===== src/rtl/npwr_pkg.sv =====
// ----------------------------------------------------------------------------
// npwr_pkg
// Shared field widths, item kinds and the controller/datapath interface types
// of the nearest-point-within-radius block.
// ----------------------------------------------------------------------------
package npwr_pkg;

  localparam int ID_W    = 32;
  localparam int COORD_W = 26;
  localparam int RAD_W   = 25;
  localparam int DIST_W  = 54;
  // Exact sum of two 26-bit squares.
  localparam int SUM_W   = 2 * COORD_W + 1;
  localparam int LIMIT_W = 2 * RAD_W;
  localparam int WORD_W  = ID_W + 2 * COORD_W;

  localparam logic KIND_INSERT = 1'b0;
  localparam logic KIND_QUERY  = 1'b1;

  // Commands from the controller to the datapath.
  typedef struct packed {
    logic insert;
    logic query;
    logic scan_issue;
    logic out_load;
  } npwr_cmd_t;

  // Status from the datapath to the controller.
  typedef struct packed {
    logic store_empty;
    logic scan_last;
    logic pipe_busy;
  } npwr_status_t;

endpackage


===== src/rtl/npwr_ctrl.sv =====
// ----------------------------------------------------------------------------
// npwr_ctrl
// Controller: accepts items, sequences the store scan for a query and hands
// the finished result to the output register.
// ----------------------------------------------------------------------------
module npwr_ctrl (
  input  logic                  clk_i,
  input  logic                  rst_ni,
  input  logic                  in_valid_i,
  input  logic                  in_kind_i,
  output logic                  in_ready_o,
  output logic                  out_valid_o,
  input  logic                  out_ready_i,
  output npwr_pkg::npwr_cmd_t    cmd_o,
  input  npwr_pkg::npwr_status_t status_i
);
  import npwr_pkg::*;

  typedef enum logic [1:0] {
    ST_IDLE,
    ST_SCAN,
    ST_FLUSH,
    ST_DONE
  } state_e;

  state_e state_q, state_d;
  logic   out_valid_q, out_valid_d;
  logic   accept;
  logic   out_free;

  assign in_ready_o = (state_q == ST_IDLE);
  assign accept     = in_valid_i && in_ready_o;
  assign out_free   = !out_valid_q || out_ready_i;

  always_comb begin
    cmd_o            = '0;
    cmd_o.insert     = accept && (in_kind_i == KIND_INSERT);
    cmd_o.query      = accept && (in_kind_i == KIND_QUERY);
    cmd_o.scan_issue = (state_q == ST_SCAN);
    cmd_o.out_load   = (state_q == ST_DONE) && out_free;
  end

  always_comb begin
    state_d     = state_q;
    out_valid_d = out_valid_q;
    if (out_ready_i) begin
      out_valid_d = 1'b0;
    end
    case (state_q)
      ST_IDLE: begin
        if (cmd_o.query) begin
          // An empty store has nothing to read; go straight to the wrap-up.
          state_d = status_i.store_empty ? ST_FLUSH : ST_SCAN;
        end
      end
      ST_SCAN: begin
        if (status_i.scan_last) begin
          state_d = ST_FLUSH;
        end
      end
      ST_FLUSH: begin
        if (!status_i.pipe_busy) begin
          state_d = ST_DONE;
        end
      end
      ST_DONE: begin
        if (out_free) begin
          state_d     = ST_IDLE;
          out_valid_d = 1'b1;
        end
      end
      default: begin
        state_d = ST_IDLE;
      end
    endcase
  end

  always_ff @(posedge clk_i or negedge rst_ni) begin
    if (!rst_ni) begin
      state_q     <= ST_IDLE;
      out_valid_q <= 1'b0;
    end else begin
      state_q     <= state_d;
      out_valid_q <= out_valid_d;
    end
  end

  assign out_valid_o = out_valid_q;

endmodule


===== config.mk =====
export PLATFORM = sky130hd
export DESIGN_NAME = npwr_ctrl
export DESIGN_NICKNAME = d
export VERILOG_FILES = /design/src/rtl/npwr_pkg.sv /design/src/rtl/npwr_ctrl.sv
export SDC_FILE = /design/constraint.sdc
export NUM_CORES = 1
export LEC_CHECK = 0
export ABC_CLOCK_PERIOD_IN_PS = 2700
export BUFFER_PORTS_ARGS = -buffer_cell sky130_fd_sc_hd__buf_2
export CORE_AREA = 3 3 40 42
export DETAILED_ROUTE_END_ITERATION = 6
export DIE_AREA = 0 0 43 45
export GPL_ROUTABILITY_DRIVEN = 0
export PLACE_DENSITY = 0.48
export SETUP_SLACK_MARGIN = 0.4
export SYNTH_ARGS = -nofsm -noshare
export SYNTH_HDL_FRONTEND = slang
export SYNTH_SLANG_ARGS = --single-unit

===== constraint.sdc =====
create_clock -name clk_i -period 2.7 [get_ports clk_i]
set_input_delay 0.405 -clock clk_i [delete_from_list [all_inputs] [get_ports clk_i]]
set_output_delay 0.405 -clock clk_i [all_outputs]
set_load 0.05 [all_outputs]

# Word level (Yosys, flattened, before mapping)
# Index checks and enable logic that the tools add are counted.
[totals]
ff_bits = 3
latch_bits = 0
ram_bits = 0
mem_bits_ro = 0
input_bits = 8
output_inout_bits = 6
wordCells = 27
n_memories = 0
[op_classes]
n_addsub = 0
n_mul = 0
div = 0
order_cmp = 0
n_eq_ne = 7
n_shift = 0
muxes = 9
bitwise = 1
reduce_logical = 8
[op_table]
columns = ["op", "n"]
rows = [
  ["2-to-1 mux 2 bit", 5],
  ["case mux 2 bit (4 select lines)", 1],
  ["equality test 2 bit, second input constant", 2],
  ["logical AND 1 bit", 4],
  ["inequality test 2 x 1 -> 1 bit, second input constant", 2],
  ["inequality test 2 bit, second input constant", 2],
  ["AND reduction 4 bit", 1],
  ["2-to-1 mux 1 bit", 3],
  ["equality test 2 x 1 -> 1 bit, second input constant", 1],
  ["logical NOT 2 bit", 1],
  ["logical NOT 1 bit", 1],
  ["logical OR 1 bit", 1],
  ["inverter 1 bit", 1],
]

# Logic depth before layout (Yosys ltp)
[logic_depth]
depth_word = 5
ltp_mapped = 5
depth_no_buf = 5

# Worst setup path after synthesis
# Ideal clock, no wire load.
[synth_path]
path_kind = "reg-to-output"
start = "reg state_q[0]"
end = "out cmd_o[3] in the netlist's numbering"
t_arrival_ps = 1794
t_required_ps = 2295
setup_slack_ps = 501
path_stages_with_launch = 5
path_buffers = 0
cell_sequence = "dfrtp_1 -> inv_1 -> ha_1 -> nand2_1 -> nor2_1"
[synth_rtl]
columns = ["item", "line", "text"]
rows = [
  ["from (decl)", "npwr_ctrl.sv:26", "state_e state_q, state_d;"],
  ["from (signal assigned)", "npwr_ctrl.sv:83", "state_q <= state_d;"],
  ["to (decl)", "npwr_ctrl.sv:14", "output npwr_pkg::npwr_cmd_t cmd_o,"],
]

==> results.json <==
{
  "fin_worst_skew_ns": 0.00135,
  "cpPeakStageDelay_ns": 0.40,
  "clockRootBuffer": "clkbuf_4",
  "power_mw": 0.484,
  "viasPerCell": 3.93,
  "cap_violations": 0,
  "rsz0062_at_grt": "no",
  "cts_setup_buffers": 0,
  "clkSlewWorstSetupHoldPaths_ns": 0.04,
  "pwr-share-clk_pct": 16.6,
  "worst_pin_slew_ns": 0.254,
  "seq_power_share_pct": 17.8,
  "ios": 14,
  "io_buffers": 13,
  "wl_per_cell_um": 9.16,
  "start_util_pct": 19.1,
  "dieWidth_um": 43,
  "hold_ws_ns": 0.480,
  "timing.slew.headroom_pct": 83.2,
  "power_switching_mw": 0.255,
  "cp_max_fo": 6,
  "antennaDiodeCount": 0,
  "synthToLayoutAreaGrowth_pct": 49.0,
  "coreArea_um2": 1280,
  "synth_top_area_cell": "dfrtp_1",
  "synth_area_per_cell_um2": 9.81,
  "grt_overflow": 0,
  "drtIter0Drc": 1,
  "post-route-min-period_ns": 1.88,
  "fin_ws_ns": 0.825,
  "yosysSeqAreaShare_pct": 30.6,
  "synth_top_area_share_pct": 30.6,
  "arrival_ns": 1.47,
  "fmaxAchievable_ghz": 0.533,
  "crit_slowest_cell": "dfrtp_1",
  "fill_cells": 146,
  "tns_ns": 0,
  "die-area_um2": 1940,
  "crit_path_end_kind": "primary output",
  "p_per_area_nw_per_um2": 1330,
  "status": "finished, final reports clean",
  "grt_pass1_vias": 241,
  "first_pass_iters": 2,
  "drcViolationCount": 0,
  "finalHoldViolCount": 0,
  "p_comb_share_pct": 65.6,
  "leakagePower_nw": 0.212,
  "path_cells": "inv_1 > ha_1 > and3_1 > buf_2",
  "h-tree-depth": 1,
  "cts.sinks": 3,
  "required_ns": 2.30,
  "intPower_mw": 0.229,
  "cts_tree": "done",
  "ys_ff_latch": 3,
  "setup_viol": 0,
  "critical_path_class": "reg -> out",
  "final_nets": 56,
  "routed_wl_um": 531,
  "syn_area_um2": 245,
  "yosysUniqueCellTypes": 12,
  "num_rows": 13,
  "fp.dieH_um": 45,
  "vias": 228,
  "grt_usage_pct": 8.00,
  "p_sw_share_pct": 52.7,
  "antenna_left": 0,
  "clock_latency_ns": 0.24,
  "cts_buffers": 3,
  "clockBufferDepth": 2,
  "startpoint_type": "register",
  "synth_area_leaders": "dfrtp_1 (31%), ha_1 (20%), mux2i_1 (16%), o2111ai_2 (6.1%), nand2b_1 (5.1%)",
  "grt_max_degree": 7,
  "finalCritPeriodShare_pct": 69.4,
  "netlist_instances": 25,
  "antenna_found_initial": 0,
  "cts_resized": 0,
  "grt_pass1_wl_um": 1060,
  "yosysWarnings": 0,
  "dp_slack_ns": 1.08,
  "syn-num-nets": 37,
  "vdd_drop_max_uv": 513,
  "hold_class": "in -> reg",
  "utilization_pct": 28.4,
  "drive_gt1_share_pct": 39.5,
  "maxSlewViolCount": 0
}
==> cells by family (layout without fill, tap and decap cells) <==
group	count (synthesis)	count (layout)	synth area share [%]
muxes	4	4	16.3
DFF	3	3	30.6
adders and majority gates	4	4	20.4
AOI/OAI and AO/OA	2	2	10.2
buffers and inverters	4	22	6.12
and+or+nand+nor	8	8	16.3
==> worst max-delay path: cells and delay by family (launching register included) <==
| kind | cells | cell delay [ns] |
|---|---|---|
| adders and majority gates | 1 | 0.28 |
| buffers and inverters | 2 | 0.37 |
| DFF | 1 | 0.40 |
| and+or+nand+nor | 1 | 0.18 |
==> power groups by stage <==
| stage | registers, mW | clock network [mW] | logic, mW |
|---|---|---|---|
| floorplan | 0.105 | 0 | 0.242 |
| detailed placement | 0.0871 | 0 | 0.318 |
| CTS | 0.0864 | 0.0847 | 0.322 |
| finish | 0.0863 | 0.0805 | 0.317 |
| global placement | 0.0880 | 0 | 0.321 |
| global route | 0.0911 | 0.0914 | 0.353 |
==> timing repair <==
action | 4_1_cts | 5_1_grt
endpoints found under the setup margin | 0 | 0
hold buffers | 1 | 0
endpoints found under the hold margin | 3 | 0
==> placed cells by master, fill, tap and decap left out, drive strengths merged, types with 2 or more instances in the layout <==
| cell type | Yosys | final |
|---|---|---|
| nand2 | 3 | 3 |
| clkbuf | 0 | 4 |
| inv | 3 | 3 |
| ha | 4 | 4 |
| mux2i | 4 | 4 |
| dfrtp | 3 | 3 |
| buf | 0 | 13 |
| nand2b | 2 | 2 |
==> sequential cells by signal, indices dropped and copies added, names as in the netlist <==
| register | count |
|---|---|
| state_q | 2 |
| out_valid_o | 1 |
==> metal layers <==
metal	track usage, %	vias up	wire length (µm)
li1	-	118	-
met1	9.42	92	264
met2	9.58	18	182
met3	7.57	0	84
met4	3.61	0	0
met5	0	-	0
==> synthesized netlist by cell type <==
master / count
a21bo_1: 1
and2_1: 1
and3_1: 1
clkinv_1: 1
dfrtp_1: 3
ha_1: 4
inv_1: 3
mux2i_1: 4
nand2_1: 3
nand2b_1: 2
nor2_1: 1
o2111ai_2: 1
==> stage by stage <==
step           instance area, µm²  std cells
2_1_floorplan                 245         25
3_3_place_gp                  329         53
3_5_place_dp                  329         53
4_1_cts                       365         58
5_1_grt                       365         58
6_report                      365         58
==> layout make-up <==
class	count	area, µm²	area share, %
repair buffers	14	75.1	20.5
multi-input cells	18	155	42.5
inverters	4	15.0	4.11
clock buffers	4	26.3	7.19
well taps	15	18.8	5.14
flip-flops and latches	3	75.1	20.5
==> final timing paths <==
kind                             start     endpoint  slack, ns  cells after the start
max                         state_q[0]     cmd_o[2]       0.82                      4
min                        status_i[2]   state_q[1]       0.48                      3
max reg2reg                 state_q[0]   state_q[1]       1.29                      5
min reg2reg                out_valid_o  out_valid_o       0.54                      2
max in group asynchronous       rst_ni  out_valid_o       2.10                      2
min in group asynchronous       rst_ni   state_q[1]       0.49                      2
No activity file was read; power rests on OpenSTA's default activity.
